### src/lr_pkg.sv
// Shared types and constants for the line rasterizer.
// Holds the command codes, register indexes and the pixel result record.
// No dependencies.
`timescale 1ns / 1ps
`default_nettype none

package lr_pkg;

  localparam int PIX_BITS     = 12;
  localparam int CFG_BITS     = 12;
  localparam int CFG_IDX_BITS = 2;
  localparam int COLOR_BITS   = 8;

  localparam logic CMD_START = 1'b0;
  localparam logic CMD_STEP  = 1'b1;

  localparam logic [CFG_IDX_BITS-1:0] REG_IMAGE_WIDTH  = 2'd0;
  localparam logic [CFG_IDX_BITS-1:0] REG_IMAGE_HEIGHT = 2'd1;

  localparam logic [CFG_BITS-1:0] IMAGE_WIDTH_RST  = 12'd640;
  localparam logic [CFG_BITS-1:0] IMAGE_HEIGHT_RST = 12'd480;

  typedef struct packed {
    logic [PIX_BITS-1:0] px;
    logic [PIX_BITS-1:0] py;
    logic                on_image;
    logic                last;
  } pix_res_t;

endpackage

`default_nettype wire

### src/line_rasterizer_unit.sv
// Bresenham line rasterizer top level: line state, stepping and the on-image check.
// Depends on lr_pkg for command codes, register indexes and the result record.
//
//   channel  | handshake              | payload
//   ---------+------------------------+---------------------------------------
//   in       | in_valid / in_ready    | cmd, endpoints, color, flags
//   out      | out_valid / out_ready  | pixel x/y, inside, color, blend, last
//   cfg      | cfg_we (no wait)       | cfg_index, cfg_wdata
//
// An accepted item is held in an input register, then turned into results;
// a thin line gives one pixel per cycle unless the result side stalls, a thick
// line two pixels per item. A step while no line is active gives nothing.
// The result register and a one-entry neighbor slot decouple the two sides,
// so one item can wait in the input register while a result is stalled.
// Reset is synchronous and active low; it empties all stages.
`timescale 1ns / 1ps
`default_nettype none

module line_rasterizer_unit
  import lr_pkg::*;
#(
  parameter int COORD_BITS = 12
) (
  input  wire                          clk,
  input  wire                          rst_n,

  input  wire                          in_valid,
  output logic                         in_ready,
  input  wire                          in_cmd,
  input  wire signed [COORD_BITS-1:0]  in_start_x,
  input  wire signed [COORD_BITS-1:0]  in_start_y,
  input  wire signed [COORD_BITS-1:0]  in_end_x,
  input  wire signed [COORD_BITS-1:0]  in_end_y,
  input  wire        [COLOR_BITS-1:0]  in_red,
  input  wire        [COLOR_BITS-1:0]  in_green,
  input  wire        [COLOR_BITS-1:0]  in_blue,
  input  wire                          in_transparent,
  input  wire                          in_thick,

  output logic                         out_valid,
  input  wire                          out_ready,
  output logic       [PIX_BITS-1:0]    out_pixel_x,
  output logic       [PIX_BITS-1:0]    out_pixel_y,
  output logic                         out_inside_res,
  output logic       [COLOR_BITS-1:0]  out_red,
  output logic       [COLOR_BITS-1:0]  out_green,
  output logic       [COLOR_BITS-1:0]  out_blue,
  output logic                         out_blend,
  output logic                         out_line_last,

  input  wire                          cfg_we,
  input  wire        [CFG_IDX_BITS-1:0] cfg_index,
  input  wire        [CFG_BITS-1:0]    cfg_wdata
);

  localparam int CW = COORD_BITS;
  localparam int XW = CW + 1;
  localparam int TW = CW + 1;
  localparam int AW = CW + 2;
  localparam int EW = ((XW > PIX_BITS + 1) ? XW : PIX_BITS + 1) + 1;

  localparam logic signed [CW-1:0] ONE_C = CW'(1);
  localparam logic signed [XW-1:0] ONE_X = XW'(1);

  function automatic pix_res_t emit_px(input logic signed [XW-1:0] x,
                                       input logic signed [XW-1:0] y,
                                       input logic                 last,
                                       input logic [CFG_BITS-1:0]  w,
                                       input logic [CFG_BITS-1:0]  h);
    logic signed [EW-1:0] ix;
    logic signed [EW-1:0] iy;
    pix_res_t             r;
    ix = EW'(x) + EW'({1'b0, w[CFG_BITS-1:1]});
    iy = EW'(y) + EW'({1'b0, h[CFG_BITS-1:1]});
    r.px       = ix[PIX_BITS-1:0];
    r.py       = iy[PIX_BITS-1:0];
    r.on_image = !ix[EW-1] && (ix[EW-2:0] < (EW-1)'(w)) &&
                 !iy[EW-1] && (iy[EW-2:0] < (EW-1)'(h));
    r.last     = last;
    return r;
  endfunction

  logic [CFG_BITS-1:0] width_r, height_r;

  logic                   s1_v_r, s1_v_nxt;
  logic                   s1_cmd_r;
  logic signed [CW-1:0]   s1_sx_r, s1_sy_r, s1_ex_r, s1_ey_r;
  logic [COLOR_BITS-1:0]  s1_red_r, s1_green_r, s1_blue_r;
  logic                   s1_transp_r, s1_thick_r;

  logic                   active_r, active_nxt;
  logic signed [CW-1:0]   cur_x_r, cur_x_nxt, cur_y_r, cur_y_nxt;
  logic [AW-1:0]          err_r, err_nxt;
  logic [TW-1:0]          tdx_r, tdx_nxt, tdy_r, tdy_nxt;
  logic [CW-1:0]          steps_r, steps_nxt;
  logic                   xneg_r, xneg_nxt, yneg_r, yneg_nxt;
  logic                   xmaj_r, xmaj_nxt;
  logic [COLOR_BITS-1:0]  red_r, red_nxt, green_r, green_nxt, blue_r, blue_nxt;
  logic                   transp_r, transp_nxt, thick_r, thick_nxt;

  logic                   out_v_r, out_v_nxt;
  pix_res_t               out_r, out_nxt;
  logic                   pend_v_r, pend_v_nxt;
  pix_res_t               pend_r, pend_nxt;

  logic                   in_fire, out_room, s1_fire;
  logic signed [XW-1:0]   dx, dy, adx_f, ady_f;
  logic [CW-1:0]          adx, ady, major;
  logic                   maj;
  logic [AW-1:0]          err_sum;
  logic [TW-1:0]          tmin, tmaj;
  logic signed [CW-1:0]   xs_c, ys_c, nx, ny;
  logic signed [XW-1:0]   xs_x, ys_x;
  logic                   last, thick;
  logic [1:0]             n_res;
  pix_res_t               main_px, nb_px;

  assign out_room = !out_v_r || out_ready;
  assign s1_fire  = s1_v_r && !pend_v_r && out_room;
  assign in_ready = !s1_v_r || s1_fire;
  assign in_fire  = in_valid && in_ready;
  assign s1_v_nxt = in_fire ? 1'b1 : (s1_fire ? 1'b0 : s1_v_r);

  always_comb begin
    active_nxt = active_r;
    cur_x_nxt  = cur_x_r;
    cur_y_nxt  = cur_y_r;
    err_nxt    = err_r;
    tdx_nxt    = tdx_r;
    tdy_nxt    = tdy_r;
    steps_nxt  = steps_r;
    xneg_nxt   = xneg_r;
    yneg_nxt   = yneg_r;
    xmaj_nxt   = xmaj_r;
    red_nxt    = red_r;
    green_nxt  = green_r;
    blue_nxt   = blue_r;
    transp_nxt = transp_r;
    thick_nxt  = thick_r;

    dx    = XW'(s1_ex_r) - XW'(s1_sx_r);
    dy    = XW'(s1_ey_r) - XW'(s1_sy_r);
    adx_f = dx[XW-1] ? -dx : dx;
    ady_f = dy[XW-1] ? -dy : dy;
    adx   = adx_f[CW-1:0];
    ady   = ady_f[CW-1:0];
    maj   = adx >= ady;
    major = maj ? adx : ady;

    xs_c = xneg_r ? -ONE_C : ONE_C;
    ys_c = yneg_r ? -ONE_C : ONE_C;
    xs_x = xneg_r ? -ONE_X : ONE_X;
    ys_x = yneg_r ? -ONE_X : ONE_X;
    tmin = xmaj_r ? tdy_r : tdx_r;
    tmaj = xmaj_r ? tdx_r : tdy_r;
    err_sum = err_r + AW'(tmin);
    nx = cur_x_r;
    ny = cur_y_r;

    last    = 1'b0;
    thick   = thick_r;
    n_res   = 2'd0;
    main_px = emit_px(XW'(cur_x_r), XW'(cur_y_r), 1'b0, width_r, height_r);
    nb_px   = main_px;

    if (s1_cmd_r == CMD_START) begin
      xneg_nxt   = dx[XW-1];
      yneg_nxt   = dy[XW-1];
      tdx_nxt    = {adx, 1'b0};
      tdy_nxt    = {ady, 1'b0};
      xmaj_nxt   = maj;
      err_nxt    = AW'(major);
      steps_nxt  = major;
      cur_x_nxt  = s1_sx_r;
      cur_y_nxt  = s1_sy_r;
      red_nxt    = s1_red_r;
      green_nxt  = s1_green_r;
      blue_nxt   = s1_blue_r;
      transp_nxt = s1_transp_r;
      thick_nxt  = s1_thick_r;
      active_nxt = major != '0;
      last       = major == '0;
      thick      = s1_thick_r;
      n_res      = s1_thick_r ? 2'd2 : 2'd1;
      main_px = emit_px(XW'(s1_sx_r), XW'(s1_sy_r), last && !thick, width_r, height_r);
      nb_px   = emit_px(XW'(s1_sx_r) + ONE_X, XW'(s1_sy_r) + ONE_X, last,
                        width_r, height_r);
    end else if (active_r) begin
      if (xmaj_r) begin
        nx = cur_x_r + xs_c;
        if (err_sum > AW'(tmaj)) begin
          ny = cur_y_r + ys_c;
        end
      end else begin
        ny = cur_y_r + ys_c;
        if (err_sum > AW'(tmaj)) begin
          nx = cur_x_r + xs_c;
        end
      end
      err_nxt    = (err_sum > AW'(tmaj)) ? err_sum - AW'(tmaj) : err_sum;
      cur_x_nxt  = nx;
      cur_y_nxt  = ny;
      steps_nxt  = steps_r - ONE_C;
      active_nxt = steps_nxt != '0;
      last       = steps_nxt == '0;
      n_res      = thick_r ? 2'd2 : 2'd1;
      main_px = emit_px(XW'(nx), XW'(ny), last && !thick, width_r, height_r);
      nb_px   = emit_px(XW'(nx) + ys_x, XW'(ny) + xs_x, last, width_r, height_r);
    end
  end

  always_comb begin
    out_v_nxt  = out_v_r && !out_ready;
    out_nxt    = out_r;
    pend_v_nxt = pend_v_r;
    pend_nxt   = pend_r;
    if (pend_v_r) begin
      if (out_room) begin
        out_v_nxt  = 1'b1;
        out_nxt    = pend_r;
        pend_v_nxt = 1'b0;
      end
    end else if (s1_fire) begin
      if (n_res != 2'd0) begin
        out_v_nxt = 1'b1;
        out_nxt   = main_px;
      end
      if (n_res == 2'd2) begin
        pend_v_nxt = 1'b1;
        pend_nxt   = nb_px;
      end
    end
  end

  always_ff @(posedge clk) begin
    if (!rst_n) begin
      width_r  <= IMAGE_WIDTH_RST;
      height_r <= IMAGE_HEIGHT_RST;
      s1_v_r   <= 1'b0;
      out_v_r  <= 1'b0;
      pend_v_r <= 1'b0;
      active_r <= 1'b0;
      cur_x_r  <= '0;
      cur_y_r  <= '0;
      err_r    <= '0;
      tdx_r    <= '0;
      tdy_r    <= '0;
      steps_r  <= '0;
      xneg_r   <= 1'b0;
      yneg_r   <= 1'b0;
      xmaj_r   <= 1'b0;
      red_r    <= '0;
      green_r  <= '0;
      blue_r   <= '0;
      transp_r <= 1'b0;
      thick_r  <= 1'b0;
    end else begin
      if (cfg_we && cfg_index == REG_IMAGE_WIDTH) begin
        width_r <= cfg_wdata;
      end
      if (cfg_we && cfg_index == REG_IMAGE_HEIGHT) begin
        height_r <= cfg_wdata;
      end
      s1_v_r   <= s1_v_nxt;
      out_v_r  <= out_v_nxt;
      pend_v_r <= pend_v_nxt;
      if (s1_fire) begin
        active_r <= active_nxt;
        cur_x_r  <= cur_x_nxt;
        cur_y_r  <= cur_y_nxt;
        err_r    <= err_nxt;
        tdx_r    <= tdx_nxt;
        tdy_r    <= tdy_nxt;
        steps_r  <= steps_nxt;
        xneg_r   <= xneg_nxt;
        yneg_r   <= yneg_nxt;
        xmaj_r   <= xmaj_nxt;
        red_r    <= red_nxt;
        green_r  <= green_nxt;
        blue_r   <= blue_nxt;
        transp_r <= transp_nxt;
        thick_r  <= thick_nxt;
      end
    end
  end

  always_ff @(posedge clk) begin
    out_r  <= out_nxt;
    pend_r <= pend_nxt;
    if (in_fire) begin
      s1_cmd_r    <= in_cmd;
      s1_sx_r     <= in_start_x;
      s1_sy_r     <= in_start_y;
      s1_ex_r     <= in_end_x;
      s1_ey_r     <= in_end_y;
      s1_red_r    <= in_red;
      s1_green_r  <= in_green;
      s1_blue_r   <= in_blue;
      s1_transp_r <= in_transparent;
      s1_thick_r  <= in_thick;
    end
  end

  assign out_valid      = out_v_r;
  assign out_pixel_x    = out_r.px;
  assign out_pixel_y    = out_r.py;
  assign out_inside_res = out_r.on_image;
  assign out_line_last  = out_r.last;
  assign out_red        = red_r;
  assign out_green      = green_r;
  assign out_blue       = blue_r;
  assign out_blend      = transp_r;

endmodule

`default_nettype wire

### config.mk
export PLATFORM = sky130hd
export DESIGN_NAME = line_rasterizer_unit
export DESIGN_NICKNAME = d
export VERILOG_FILES = /design/src/lr_pkg.sv /design/src/line_rasterizer_unit.sv
export SDC_FILE = /design/constraint.sdc
export NUM_CORES = 1
export LEC_CHECK = 0
export BUFFER_PORTS_ARGS = -buffer_cell sky130_fd_sc_hd__clkbuf_2
export CAP_MARGIN = 0
export CORE_MARGIN = 5
export CORE_UTILIZATION = 50
export DETAILED_ROUTE_END_ITERATION = 10
export PLACE_DENSITY = 0.68
export SYNTH_ARGS = -nofsm -noshare
export SYNTH_HDL_FRONTEND = slang
export SYNTH_SLANG_ARGS = --single-unit
### constraint.sdc
create_clock -name clk -period 24.4 [get_ports clk]
set_clock_uncertainty 0.2 [all_clocks]
set_input_delay 6.1 -clock clk [delete_from_list [all_inputs] [get_ports clk]]
set_output_delay 6.1 -clock clk [all_outputs]
set_load 0.02 [all_outputs]
==> flow_summary.json <==
{
  "status": "completed",
  "first_pass_iters": 8,
  "max_stage_delay_ps": 440,
  "grt_pass1_vias": 19470,
  "holdWs_ps": 268.2,
  "synth_ff_type": "dfxtp_1",
  "grt_antenna_before_repair": 1,
  "crit_chain": "clkbuf_2 -> nor2b_1 -> nor2_1 -> nand2_1 -> nand2_1 -> clkbuf_2",
  "reg2reg_slack_ps": 13920,
  "ant_nets": 0,
  "io_buffer_count": 146,
  "final_cell_area_um2": 24950,
  "grt_max_degree": 85,
  "cts.sinks": 258,
  "clkTransAtPathRegs_ps": 60,
  "synthDistinctLibCells": 78,
  "synth_edf_count": 127,
  "synth_area_um2": 22650,
  "relSlewSlack_pct": 24.97,
  "finalCritPeriodShare_pct": 55.64,
  "grt_setup_unrepaired": "false",
  "setup_viol": 0,
  "chipHeight_um": 222.8,
  "dp_slack_ps": 10810,
  "regArea_um2": 6437,
  "cts_setup_buffers": 0,
  "dieArea_um2": 49650,
  "finalSetupTns_ps": 0,
  "hold_class": "flip-flop to flip-flop",
  "start_kind": "input port",
  "grt_pass1_wl_um": 102800,
  "final_nets": 3157,
  "largest_reg_flops": 26,
  "drive_above_1_share_pct": 9.881,
  "fmax_mhz": 73.66,
  "drc_errors": 0,
  "insertion_delay_ps": 600,
  "std_cell_rows": 78,
  "final_cells": 3364,
  "die_x_um": 222.8,
  "crit_arrival_ps": 7280,
  "synth.avg_cell_area_um2": 8.595,
  "track_usage_pct": 25.18,
  "reg.largest.list": "pend_r: 26 flops, err_r: 14 flops",
  "critPathTopFamily": "simple AND/OR/NAND/NOR gates",
  "peakVddDrop_mv": 0.06595,
  "max-cap-violations": 0,
  "dr.first_iter.drc_count": 1439,
  "design.core.area_um2": 45090,
  "synth_seq_cells": 258,
  "vias_per_cell": 5.917,
  "cts_max_level": 1,
  "drt_wl_total_um": 64930,
  "tightest_slew_ps": 1123,
  "gp_congestion": 0.9746,
  "initial_core_util_pct": 50.23,
  "seq_area_frac_synth_pct": 28.42,
  "endpoint_kind": "output pin",
  "wl_per_cell_um": 19.30,
  "cp_max_fo": 10,
  "slowest_stage": "nand2_1",
  "cp.buffers_inverters": 2,
  "vias": 19900,
  "nFillCells": 4137,
  "power_density_nw_per_um2": 75.71,
  "yosys-top-cells-area": "ha_1 (17%), edfxtp_1 (17%), dfxtp_1 (12%)",
  "syn_inst": 2635,
  "cts_buffer_depth": 3,
  "leakagePower_nw": 10.99,
  "period_minus_slack_ps": 13580,
  "setup_ws_ps": 10820,
  "regMostFlops": "pend_r",
  "cts_tree": "yes",
  "overflow": 0,
  "syn2layout_area_growth_pct": 10.17,
  "holdBufCountCts": 0,
  "async_flop_share_pct": 0,
  "slew_violations": 0,
  "finalHoldViolCount": 0,
  "path_class": "input port to output pin",
  "multi_input_area_um2": 15300,
  "post_cts_resized": 0,
  "synthDominantCellAreaShare_pct": 16.91,
  "cts_buffers": 30,
  "placed_area_um2": 23980,
  "cp.required_ps": 18100,
  "root_buffer": "clkbuf_16",
  "syn-num-nets": 3053,
  "io_pins": 147,
  "place_inst": 3307,
  "hpwl_um": 51240,
  "yosysTopAreaCell": "ha_1",
  "ys_warn_count": 0
}
==> layout by cell type, fill, tap and decap left out, types with 30 or more instances in the layout <==
cell type and n:
ha_1 306, nand2_1 279, a21oi_1 243, o21ai_0 182, nor2_1 155, inv_1 152, clkbuf_2 145, xnor2_1 136
dfxtp_1 130, edfxtp_1 127, a21o_1 85, a21boi_0 76, nor2b_1 61, xor2_1 54, nor3_1 43, mux2i_1 40
o21bai_1 36, clkbuf_16 30
==> stage by stage <==
step                power, mW  utilization [%]
global route            2.027            55.33
detailed placement      1.444            53.18
global placement        1.415            53.18
finish                  1.889            55.34
CTS                     1.890            55.33
floorplan               1.206                -
==> cells in the mapped netlist (all sizes together) (7+ instances only) <==
| library cell | number |
|---|---|
| mux2i | 40 |
| a21boi | 76 |
| a21oi | 245 |
| or2 | 7 |
| o22ai | 11 |
| o31a | 8 |
| inv | 152 |
| nor3 | 43 |
| edfxtp | 127 |
| ha | 306 |
| nor3b | 11 |
| fa | 18 |
| nor2b | 61 |
| o211ai | 29 |
| nand4 | 17 |
| nand3 | 30 |
| a211oi | 21 |
| clkbuf | 87 |
| a21o | 85 |
| dfxtp | 131 |
| o211a | 19 |
| a31oi | 14 |
| nand2 | 279 |
| o21bai | 36 |
| buf | 11 |
| a2111oi | 12 |
| nor2 | 157 |
| and2 | 19 |
| and3 | 12 |
| o31ai | 10 |
| nand2b | 29 |
| xor2 | 54 |
| o21ai | 185 |
| xnor2 | 136 |
| o21a | 28 |
| mux2 | 28 |
==> layer usage <==
metal	wire length, um	share of wire (%)	global-route usage (%)	vias to the layer above
li1	-	-	-	9738
met1	29430	45	34.39	9459
met2	29920	46	42.39	593
met3	3680	5.7	3.184	114
met4	1899	2.9	6.581	0
met5	0	0	0	-
==> report_power, final <==
group	switching, mW	leakage [nW]	internal, mW
combinational	0.551	8.25	0.384
clock	0.187	0.469	0.253
sequential	0.0244	2.27	0.489
==> worst reg2reg max path: cells and delay by family, from the launching register on <==
kind / cells / cell delay, ps
AOI/OAI and AO/OA: 21 / 4780
adders and majority gates: 5 / 1610
and+or+nand+nor: 8 / 1260
muxes: 2 / 850
buffers and inverters: 3 / 780
xor gates and xnor gates: 3 / 480
DFF: 1 / 310
==> layout make-up <==
cell class	count	share of cell area [%]
antenna	1	0.01003
clock buffer	44	3.420
tap	600	3.009
sequential	258	25.80
multi-input combinational	2125	61.32
clock inverter	12	0.4664
inverter	154	2.317
timing repair buffer	170	3.661
==> worst paths after layout <==
check,cells past startpoint,to,startpoint
max,6,in_ready,out_ready
min,2,out_red[2],out_red[2]
max reg2reg,42,pend_r[1],xmaj_r
min reg2reg,2,out_red[2],out_red[2]
==> logic make-up after synthesis <==
family          count (synthesis)  synth area share (%)
compound gates                841                 23.90
simple gates                  702                 14.50
fa+ha+maj                     324                 18.50
flops                         258                 28.42
buf+inv                       252                 4.177
xor+xnor                      190                 7.348
mux                            68                 3.160
No activity file was read; power rests on OpenSTA's default activity.
